--- config.mk ---
export PLATFORM = sky130hd
export DESIGN_NAME = tx_timestamp_slot_tracker_unit_flat
export DESIGN_NICKNAME = d
export VERILOG_FILES = /design/src/ttst_pkg.sv /design/src/ttst_in_if.sv /design/src/ttst_out_if.sv /design/src/tx_timestamp_slot_tracker_unit.sv /design/src/flat_wrapper.sv
export SDC_FILE = /design/constraint.sdc
export NUM_CORES = 2
export LEC_CHECK = 0
export ABC_AREA = 1
export BUFFER_PORTS_ARGS = -buffer_cell sky130_fd_sc_hd__buf_2
export CORE_ASPECT_RATIO = 1.25
export CORE_MARGIN = 2
export CORE_UTILIZATION = 57
export CTS_BUF_LIST = sky130_fd_sc_hd__clkbuf_4 sky130_fd_sc_hd__clkbuf_8
export CTS_CLUSTER_DIAMETER = 120
export DETAILED_ROUTE_END_ITERATION = 8
export HOLD_SLACK_MARGIN = 0.05
export PLACE_DENSITY = 0.83
export SETUP_SLACK_MARGIN = 0.02
export SYNTH_ARGS = -nofsm -noshare
export SYNTH_HDL_FRONTEND = slang
export SYNTH_SLANG_ARGS = --single-unit
--- constraint.sdc ---
create_clock -name clk -period 10.79 [get_ports clk]
set_input_delay 2.158 -clock clk [delete_from_list [all_inputs] [get_ports clk]]
set_output_delay 2.158 -clock clk [all_outputs]
set_load 0.005 [all_outputs]
--- src/ttst_pkg.sv ---
// ---------------------------------------------------------------------------
// ttst_pkg - shared types and constants of the tx timestamp slot tracker
// Field widths, status and function codes, register indexes and slot sizing.
// ---------------------------------------------------------------------------
package ttst_pkg;

  localparam int NUM_SLOTS = 4;
  localparam int MAX_RETRY = 16;
  localparam int TICK_BITS = 29;

  localparam int SLOT_W     = 2;
  localparam int SLOT_IDX_W = (NUM_SLOTS > 1) ? $clog2(NUM_SLOTS) : 1;
  localparam int TIME_W     = 64;
  localparam int MARGIN_W   = 16;
  localparam int RETRY_W    = 8;
  localparam int CFG_IDX_W  = 1;
  localparam int CFG_DATA_W = MARGIN_W;

  localparam logic [RETRY_W-1:0]  MAX_RETRY_C     = RETRY_W'(MAX_RETRY);
  localparam logic [MARGIN_W-1:0] WRAP_MARGIN_RST = MARGIN_W'(100);

  typedef logic [TICK_BITS-1:0] tick_t;
  typedef logic [TIME_W-1:0]    time_t;

  typedef enum logic [2:0] {
    ST_ARMED    = 3'd0,
    ST_OFF      = 3'd1,
    ST_BUSY     = 3'd2,
    ST_CAPTURED = 3'd3,
    ST_WAITING  = 3'd4,
    ST_GAVE_UP  = 3'd5,
    ST_IDLE     = 3'd6
  } status_t;

  typedef enum logic {
    FUNC_ARM  = 1'b0,
    FUNC_POLL = 1'b1
  } func_t;

  typedef enum logic [CFG_IDX_W-1:0] {
    CFG_TS_ENABLE   = 1'b0,
    CFG_WRAP_MARGIN = 1'b1
  } cfg_idx_t;

endpackage

--- src/ttst_in_if.sv ---
// ---------------------------------------------------------------------------
// ttst_in_if - request channel of the tx timestamp slot tracker
// Valid/ready channel carrying one arm or poll request per transaction.
// ---------------------------------------------------------------------------
interface ttst_in_if
  import ttst_pkg::*;
  ();
  logic                valid;
  logic                ready;
  func_t               func;
  logic [SLOT_W-1:0]   slot;
  time_t               clock_now;
  tick_t               start_tick;
  tick_t               end_tick;
  tick_t               delayed_end_tick;
  logic                retry_policy;
  time_t               captured_stamp;

  modport source (
    output valid, func, slot, clock_now, start_tick, end_tick, delayed_end_tick,
           retry_policy, captured_stamp,
    input  ready
  );

  modport sink (
    input  valid, func, slot, clock_now, start_tick, end_tick, delayed_end_tick,
           retry_policy, captured_stamp,
    output ready
  );
endinterface

--- src/ttst_out_if.sv ---
// ---------------------------------------------------------------------------
// ttst_out_if - result channel of the tx timestamp slot tracker
// Valid/ready channel carrying one status result per transaction.
// ---------------------------------------------------------------------------
interface ttst_out_if
  import ttst_pkg::*;
  ();
  logic              valid;
  logic              ready;
  status_t           status;
  logic [SLOT_W-1:0] slot_out;
  time_t             stamp_out;

  modport source (
    output valid, status, slot_out, stamp_out,
    input  ready
  );

  modport sink (
    input  valid, status, slot_out, stamp_out,
    output ready
  );
endinterface

--- src/tx_timestamp_slot_tracker_unit.sv ---
// ---------------------------------------------------------------------------
// tx_timestamp_slot_tracker_unit - transmit timestamp capture slot tracker
// Arms slots with rebuilt send windows and polls them for a new hw stamp.
// ---------------------------------------------------------------------------
// Usage:
//   in_ch carries one request per transaction: func selects arm or poll of
//   a slot, with the current clock, the send-window ticks and the stamp read
//   from the slot's hardware timestamp register.
//   out_ch returns exactly one result per request, in order: status, the
//   slot and the captured stamp (zero unless the status is captured).
//   cfg_we/cfg_index/cfg_wdata write timestamp_enable (index 0) and
//   wrap_margin (index 1); write them only while no request is in flight.
// Timing:
//   a request is held in the input register, where its slot state is read
//   and updated; the result is then loaded into the output register once
//   that register is free or being drained, and out_ch.valid rises with it.
//   One request per cycle is sustained while out_ch.ready stays high; the
//   per-slot state update in the input stage is visible to the very next request.
// Reset (rst_n low, synchronous): all slots free, stamps and retry counts
//   zero, timestamping off, wrap_margin 100.
// Back-pressure: with out_ch.ready low the output register holds its result,
//   the input register fills, and in_ch.ready drops until out_ch drains.
// ---------------------------------------------------------------------------
module tx_timestamp_slot_tracker_unit
  import ttst_pkg::*;
(
  input  logic                  clk,
  input  logic                  rst_n,
  ttst_in_if.sink               in_ch,
  ttst_out_if.source            out_ch,
  input  logic                  cfg_we,
  input  logic [CFG_IDX_W-1:0]  cfg_index,
  input  logic [CFG_DATA_W-1:0] cfg_wdata
);

  // join a tick to the clock's upper bits, one wrap added if well behind
  function automatic time_t rebuild_time(input time_t clk_v, input tick_t tick,
                                         input logic [MARGIN_W-1:0] margin);
    tick_t                    low;
    tick_t                    diff;
    logic [TIME_W-TICK_BITS-1:0] upper;
    logic                     wrap;
    low   = clk_v[TICK_BITS-1:0];
    diff  = low - tick;
    wrap  = (low > tick) && ({{(TIME_W-TICK_BITS){1'b0}}, diff} >
                             {{(TIME_W-MARGIN_W){1'b0}}, margin});
    upper = clk_v[TIME_W-1:TICK_BITS] + {{(TIME_W-TICK_BITS-1){1'b0}}, wrap};
    return {upper, tick};
  endfunction

  // configuration
  logic                ts_enable_r;
  logic [MARGIN_W-1:0] wrap_margin_r;

  always_ff @(posedge clk) begin
    if (!rst_n) begin
      ts_enable_r   <= 1'b0;
      wrap_margin_r <= WRAP_MARGIN_RST;
    end else if (cfg_we) begin
      unique case (cfg_index)
        CFG_TS_ENABLE:   ts_enable_r   <= cfg_wdata[0];
        CFG_WRAP_MARGIN: wrap_margin_r <= cfg_wdata[MARGIN_W-1:0];
        default: ;
      endcase
    end
  end

  // input register
  logic              in_v_r;
  func_t             in_func_r;
  logic [SLOT_W-1:0] in_slot_r;
  time_t             in_clock_r;
  tick_t             in_start_r;
  tick_t             in_end_r;
  tick_t             in_delayed_r;
  logic              in_retry_r;
  time_t             in_stamp_r;

  // output register
  logic              out_v_r;
  status_t           out_status_r;
  logic [SLOT_W-1:0] out_slot_r;
  time_t             out_stamp_r;

  logic adv;
  logic in_take;

  assign adv      = in_v_r && (!out_v_r || out_ch.ready);
  assign in_ch.ready = !in_v_r || adv;
  assign in_take  = in_ch.valid && in_ch.ready;

  always_ff @(posedge clk) begin
    if (!rst_n) begin
      in_v_r <= 1'b0;
    end else if (in_take) begin
      in_v_r <= 1'b1;
    end else if (adv) begin
      in_v_r <= 1'b0;
    end
  end

  always_ff @(posedge clk) begin
    if (in_take) begin
      in_func_r    <= in_ch.func;
      in_slot_r    <= in_ch.slot;
      in_clock_r   <= in_ch.clock_now;
      in_start_r   <= in_ch.start_tick;
      in_end_r     <= in_ch.end_tick;
      in_delayed_r <= in_ch.delayed_end_tick;
      in_retry_r   <= in_ch.retry_policy;
      in_stamp_r   <= in_ch.captured_stamp;
    end
  end

  // per-slot state
  logic [NUM_SLOTS-1:0] slot_busy_r, slot_busy_nxt;
  time_t                start_after_r [NUM_SLOTS];
  time_t                wait_until_r  [NUM_SLOTS];
  time_t                last_stamp_r  [NUM_SLOTS];
  logic [RETRY_W-1:0]   retry_count_r [NUM_SLOTS];

  logic [SLOT_IDX_W-1:0] idx;
  logic                  slot_ok;
  logic                  busy_sel;
  logic [RETRY_W-1:0]    retry_inc;
  tick_t                 deadline_tick;
  time_t                 start_full;
  time_t                 deadline_full;

  status_t               status_nxt;
  time_t                 stamp_nxt;
  logic                  arm_wr;
  logic                  stamp_wr;
  logic                  retry_wr;
  logic [RETRY_W-1:0]    retry_val;

  assign idx           = SLOT_IDX_W'(in_slot_r);
  assign slot_ok       = int'(in_slot_r) < NUM_SLOTS;
  assign busy_sel      = slot_ok && slot_busy_r[idx];
  assign retry_inc     = retry_count_r[idx] + RETRY_W'(1);
  assign deadline_tick = in_retry_r ? in_delayed_r : in_end_r;
  assign start_full    = rebuild_time(in_clock_r, in_start_r, wrap_margin_r);
  assign deadline_full = rebuild_time(in_clock_r, deadline_tick, wrap_margin_r);

  always_comb begin
    status_nxt    = ST_IDLE;
    stamp_nxt     = '0;
    arm_wr        = 1'b0;
    stamp_wr      = 1'b0;
    retry_wr      = 1'b0;
    retry_val     = '0;
    slot_busy_nxt = slot_busy_r;
    if (in_func_r == FUNC_ARM) begin
      if (!ts_enable_r) begin
        status_nxt = ST_OFF;
      end else if (!slot_ok || slot_busy_r[idx]) begin
        status_nxt = ST_BUSY;
      end else begin
        status_nxt         = ST_ARMED;
        arm_wr             = 1'b1;
        slot_busy_nxt[idx] = 1'b1;
      end
    end else if (!slot_ok) begin
      status_nxt = ST_IDLE;
    end else if (!busy_sel) begin
      status_nxt = ST_IDLE;
      retry_wr   = 1'b1;
    end else if (in_clock_r < start_after_r[idx]) begin
      status_nxt = ST_WAITING;
    end else if (in_stamp_r == last_stamp_r[idx]) begin
      if (in_clock_r < wait_until_r[idx]) begin
        status_nxt = ST_WAITING;
      end else if (retry_inc >= MAX_RETRY_C) begin
        status_nxt         = ST_GAVE_UP;
        retry_wr           = 1'b1;
        slot_busy_nxt[idx] = 1'b0;
      end else begin
        status_nxt = ST_WAITING;
        retry_wr   = 1'b1;
        retry_val  = retry_inc;
      end
    end else begin
      status_nxt         = ST_CAPTURED;
      stamp_nxt          = in_stamp_r;
      stamp_wr           = 1'b1;
      retry_wr           = 1'b1;
      slot_busy_nxt[idx] = 1'b0;
    end
  end

  always_ff @(posedge clk) begin
    if (!rst_n) begin
      slot_busy_r <= '0;
      for (int i = 0; i < NUM_SLOTS; i++) begin
        last_stamp_r[i]  <= '0;
        retry_count_r[i] <= '0;
      end
    end else if (adv) begin
      slot_busy_r <= slot_busy_nxt;
      if (stamp_wr) begin
        last_stamp_r[idx] <= in_stamp_r;
      end
      if (retry_wr) begin
        retry_count_r[idx] <= retry_val;
      end
    end
  end

  // window times are only read while the slot is busy, so no reset
  always_ff @(posedge clk) begin
    if (adv && arm_wr) begin
      start_after_r[idx] <= start_full;
      wait_until_r[idx]  <= deadline_full;
    end
  end

  always_ff @(posedge clk) begin
    if (!rst_n) begin
      out_v_r <= 1'b0;
    end else if (adv) begin
      out_v_r <= 1'b1;
    end else if (out_ch.ready) begin
      out_v_r <= 1'b0;
    end
  end

  always_ff @(posedge clk) begin
    if (adv) begin
      out_status_r <= status_nxt;
      out_slot_r   <= in_slot_r;
      out_stamp_r  <= stamp_nxt;
    end
  end

  assign out_ch.valid     = out_v_r;
  assign out_ch.status    = out_status_r;
  assign out_ch.slot_out  = out_slot_r;
  assign out_ch.stamp_out = out_stamp_r;

endmodule
--- src/flat_wrapper.sv ---
// flat-port wrapper written by rule: the top's interface ports become plain ports
module tx_timestamp_slot_tracker_unit_flat import ttst_pkg::*;
  (clk, rst_n, cfg_we, cfg_index, cfg_wdata, in_ch_valid, in_ch_func, in_ch_slot, in_ch_clock_now, in_ch_start_tick, in_ch_end_tick, in_ch_delayed_end_tick, in_ch_retry_policy, in_ch_captured_stamp, in_ch_ready, out_ch_valid, out_ch_status, out_ch_slot_out, out_ch_stamp_out, out_ch_ready);
  ttst_in_if in_ch_i ();
  ttst_out_if out_ch_i ();
  input  logic clk;
  input  logic rst_n;
  input  logic cfg_we;
  input  logic [CFG_IDX_W-1:0] cfg_index;
  input  logic [CFG_DATA_W-1:0] cfg_wdata;
  input wire logic [$bits(in_ch_i.valid)-1:0] in_ch_valid;
  input wire logic [$bits(in_ch_i.func)-1:0] in_ch_func;
  input wire logic [$bits(in_ch_i.slot)-1:0] in_ch_slot;
  input wire logic [$bits(in_ch_i.clock_now)-1:0] in_ch_clock_now;
  input wire logic [$bits(in_ch_i.start_tick)-1:0] in_ch_start_tick;
  input wire logic [$bits(in_ch_i.end_tick)-1:0] in_ch_end_tick;
  input wire logic [$bits(in_ch_i.delayed_end_tick)-1:0] in_ch_delayed_end_tick;
  input wire logic [$bits(in_ch_i.retry_policy)-1:0] in_ch_retry_policy;
  input wire logic [$bits(in_ch_i.captured_stamp)-1:0] in_ch_captured_stamp;
  output wire logic [$bits(in_ch_i.ready)-1:0] in_ch_ready;
  output wire logic [$bits(out_ch_i.valid)-1:0] out_ch_valid;
  output wire logic [$bits(out_ch_i.status)-1:0] out_ch_status;
  output wire logic [$bits(out_ch_i.slot_out)-1:0] out_ch_slot_out;
  output wire logic [$bits(out_ch_i.stamp_out)-1:0] out_ch_stamp_out;
  input wire logic [$bits(out_ch_i.ready)-1:0] out_ch_ready;
  assign in_ch_i.valid = in_ch_valid;
  assign in_ch_i.func = in_ch_func;
  assign in_ch_i.slot = in_ch_slot;
  assign in_ch_i.clock_now = in_ch_clock_now;
  assign in_ch_i.start_tick = in_ch_start_tick;
  assign in_ch_i.end_tick = in_ch_end_tick;
  assign in_ch_i.delayed_end_tick = in_ch_delayed_end_tick;
  assign in_ch_i.retry_policy = in_ch_retry_policy;
  assign in_ch_i.captured_stamp = in_ch_captured_stamp;
  assign in_ch_ready = in_ch_i.ready;
  assign out_ch_valid = out_ch_i.valid;
  assign out_ch_status = out_ch_i.status;
  assign out_ch_slot_out = out_ch_i.slot_out;
  assign out_ch_stamp_out = out_ch_i.stamp_out;
  assign out_ch_i.ready = out_ch_ready;
  tx_timestamp_slot_tracker_unit u_core (.clk(clk), .rst_n(rst_n), .in_ch(in_ch_i), .out_ch(out_ch_i), .cfg_we(cfg_we), .cfg_index(cfg_index), .cfg_wdata(cfg_wdata));
endmodule
==> impl_metrics.csv <==
group,metric,value,unit
critical_path,r2r_cells,21,
hold_path,min_from,"u_core.out_ch.valid$_SDFFE_PN0P_",
synthesis,synthTopCellsByArea,"edfxtp_1, nand2_1, ha_1",
clocking,clock-sinks,1113,
sta,fin_skew,0.0592,ns
critical_path,crit_top_cell,"nand2_1",
routing,drt_iter0_markers,3604,
critical_path,critPathSlowestCell,"nand2_2",
sta,hold_viol,0,
critical_path,crit_type,"reg2reg",
synthesis,ys_seq_area_share,64.8,%
routing,drc,0,
synthesis,syn_inst,4546,
final_layout,nNetsFinal,5365,
die,fp-row-count,122,
routing,first_pass_iters,6,
synthesis,synth_edf_count,1088,
routing,drt_wl_total,123000,um
critical_path,worstPathRequired,11.25,ns
clocking,cts_resized,0,
die,dieHeight,339,um
clocking,cts_tree,"done",
clocking,cts.clk_slew.worst_paths,0.07,ns
clocking,numCtsBuffers,169,
synthesis,async_flop_share,0,%
synthesis,yosysUniqueCellTypes,52,
critical_path,timing.rr.end,"u_core.last_stamp_r[2][45]$_SDFFCE_PN0P_",
final_layout,final_layout_size_suffix_gt1_share,12.6,%
synthesis,synth.largest_area_cell,"edfxtp_1",
clocking,cts_setup_buffers,0,
clocking,clk_latency,0.86,ns
routing,vias,35600,
power_and_ir_drop,pwr-share-seq,51.0,%
grt,grt_max_degree,189,
power_and_ir_drop,ir_drop,163,uV
critical_path,worst_setup_path_end_kind,"flip-flop",
critical_path,crit_chain,"inv_8 -> buf_4 -> a21oi_1 -> a32o_1 -> ha_1 -> nand2_1 -> inv_1 -> nand3_1 -> nor3_1 -> nand2_1 -> nor4b_1 -> nand2_1 -> nand2_1 -> o21ai_1 -> nor2_1 -> nand2_1 -> nor2_4 -> buf_4 -> nand2_2 -> nand2_2 -> buf_4",
critical_path,start_kind,"flip-flop",
power_and_ir_drop,p_clk_share,37.7,%
power_and_ir_drop,p_per_area,169,nW/um^2
power_and_ir_drop,combPwrFrac,11.3,%
grt,grt_pass1_wl,189000,um
die,die_area,92300,sq um
synthesis,synth-main-ff-cell,"edfxtp_1",
critical_path,cp_max_fo,106,
critical_path,worst-path-stages,21,
critical_path,rrSetupSlack,3.23,ns
synthesis,synth_top_area_share,63.8,%
grt,antenna_found_initial,2,
place,gp_congestion,0.923,
sta,fin_crit_sh,70.1,%
power_and_ir_drop,p_leak,22.8,nW
clocking,hold_buffers,0,
grt,grt_overflow,0,
sta,drv_slew,0,
clocking,cts_root_buffer,"clkbuf_8",
grt,grt_pass1_vias,35300,
synthesis,yosysWarnings,0,
final_layout,seqCellArea,33200,sq um
routing,vias_per_cell,5.73,
die,die_w,272,um
sta,fmax,132,MHz
final_layout,multi_input_area,16000,sq um
die,num_io_pins,312,
synthesis,yosys-top-cells-count,"nand2_1, edfxtp_1, nor2_1",
critical_path,cpPeakStageDelay,1.03,ns
synthesis,ys_ff_latch,1113,
synthesis,synth_area,51200,sq um
hold_path,worst_hold_path.num_cells,2,
clocking,htreeDepth,4,
die,start_util,57.7,%
final_layout,fillCellCount,6528,
synthesis,avgSynthCellArea,11.3,sq um
critical_path,crit_buf_inv,5,
sta,rsz0062_at_grt,"false",
hold_path,min_to,"u_core.out_ch.valid$_SDFFE_PN0P_",
final_layout,fin_util,64.6,%
die,coreArea,88800,sq um
sta,maxSlewHeadroom,22.5,%
sta,setup_viol,0,
sta,period_needed,7.56,ns
routing,routedWlPerCell,19.9,um
power_and_ir_drop,p_sw_share,25.2,%
power_and_ir_drop,switchingPower,0.00245,W
place,dpl.hpwl,79400,um
clocking,clockBufferDepth,3,
critical_path,arrival,8.02,ns
routing,ant_nets,0,
sta,tightest_slew,1.16,ns
run_status,status,"finished, final reports clean",
hold_path,hp-class,"reg2reg",
grt,grt.total_usage,26.4,%
synthesis,yosysMostFrequentCell,"nand2_1",
sta,setup_tns,0,ns
critical_path,critical-path-top-delay-family,"simple AND/OR/NAND/NOR gates",
job,cap_violations,0,
place,port_buffers,311,
final_layout,syn_to_final_growth,12.1,%
power_and_ir_drop,p_int,0.00726,W
[kinds of logic after synthesis]
family	Yosys count	share of synthesized area, %
xor gates and xnor gates	173	2.96
other	1	0.00732
buffers and inverters	530	4.21
AOI/OAI and AO/OA	613	7.67
and+or+nand+nor	1891	14.9
DFF	1113	64.8
adders and majority gates	224	5.50
muxes	1	0.0220
[metrics by stage]
step	setup slack [ns]	power [W]	area [sq um]	hold WS, ns	cells
final	3.23	0.00971	57400	0.511	6213
after global routing	2.68	0.0101	57400	0.534	6213
after CTS	3.24	0.00976	57400	0.511	6212
after detailed placement	3.27	0.00612	53800	0.501	5907
after global placement	3.45	0.00608	53800	0.490	5907
after floorplan	0.632	0.00578	51300	0.461	4561
[routing by layer]
metal	wire length (um)	vias to the layer above	part of all wire, %	track usage, %
met1	46300	16900	37	31.5
li1	-	16700	-	-
met4	6030	0	4.9	13.7
met2	62200	1628	50	46.0
met3	8920	358	7.2	4.23
met5	0	-	0	0
[worst max path at each step]
stage                       from                                        to
finish                 flip-flop  u_core.last_stamp_r[2][45]$_SDFFCE_PN0P_
global route           flip-flop  u_core.last_stamp_r[2][40]$_SDFFCE_PN0P_
CTS                    flip-flop  u_core.last_stamp_r[2][40]$_SDFFCE_PN0P_
detailed placement     flip-flop  u_core.last_stamp_r[2][45]$_SDFFCE_PN0P_
global placement       flip-flop  u_core.last_stamp_r[2][37]$_SDFFCE_PN0P_
floorplan           out_ch_ready      u_core.start_after_r[0][0]$_DFFE_PP_
[worst reg2reg max path: stages (launching register included)]
cell     delay, ns
dfxtp_2       0.35
inv_8         0.46
buf_4         0.80
a21oi_1       0.11
a32o_1        0.25
ha_1          0.29
nand2_1       0.07
inv_1         0.05
nand3_1       0.10
nor3_1        0.32
nand2_1       0.17
nor4b_1       0.59
nand2_1       0.11
nand2_1       0.28
o21ai_1       0.18
nor2_1        0.17
nand2_1       0.17
nor2_4        0.11
buf_4         0.48
nand2_2       0.54
nand2_2       1.04
buf_4         0.55
[placed cells by master (no fill, tap or decap), types with 16 or more instances in the layout]
cell type	Yosys	layout
nand2_1	1113	1109
xnor2_1	19	19
nand3_1	196	196
buf_2	40	311
o21ai_0	100	99
dfxtp_1	25	23
nor3_1	71	71
a32o_1	128	128
clkbuf_4	0	47
clkinv_1	1	40
clkbuf_8	0	173
ha_1	222	222
nor2_1	442	438
xor2_1	154	154
conb_1	1	16
inv_1	349	347
nand4_1	41	41
edfxtp_1	1088	1088
clkinv_2	0	17
a21oi_1	293	293
buf_4	19	29
[cell type report]
cell class | instances | share of cell area (%)
inverter | 355 | 2.36
antenna | 1 | 0.00436
clock inverter | 85 | 1.44
sequential | 1113 | 57.8
tap | 1178 | 2.57
clock buffer | 220 | 4.76
timing repair buffer | 343 | 3.19
multi-input combinational | 2918 | 27.9
[registers in the layout, indices dropped and copies added, names as in the netlist, 32 cells and up, named ones only]
| name | count |
|---|---|
| u_core.start_after_r | 256 |
| u_core.out_ch.stamp_out | 64 |
| u_core.last_stamp_r | 256 |
| u_core.in_stamp_r | 64 |
| u_core.in_clock_r | 64 |
| u_core.retry_count_r | 32 |
| u_core.wait_until_r | 256 |
[power groups by stage]
stage	sequential, W	combinational (W)	clock (W)
after floorplan	0.00501	0.000769	0
after global placement	0.00504	0.00104	0
after detailed placement	0.00504	0.00108	0
after CTS	0.00495	0.00109	0.00372
after global routing	0.00496	0.00123	0.00389
final	0.00495	0.00110	0.00366
(Power assumes the default switching activity.)
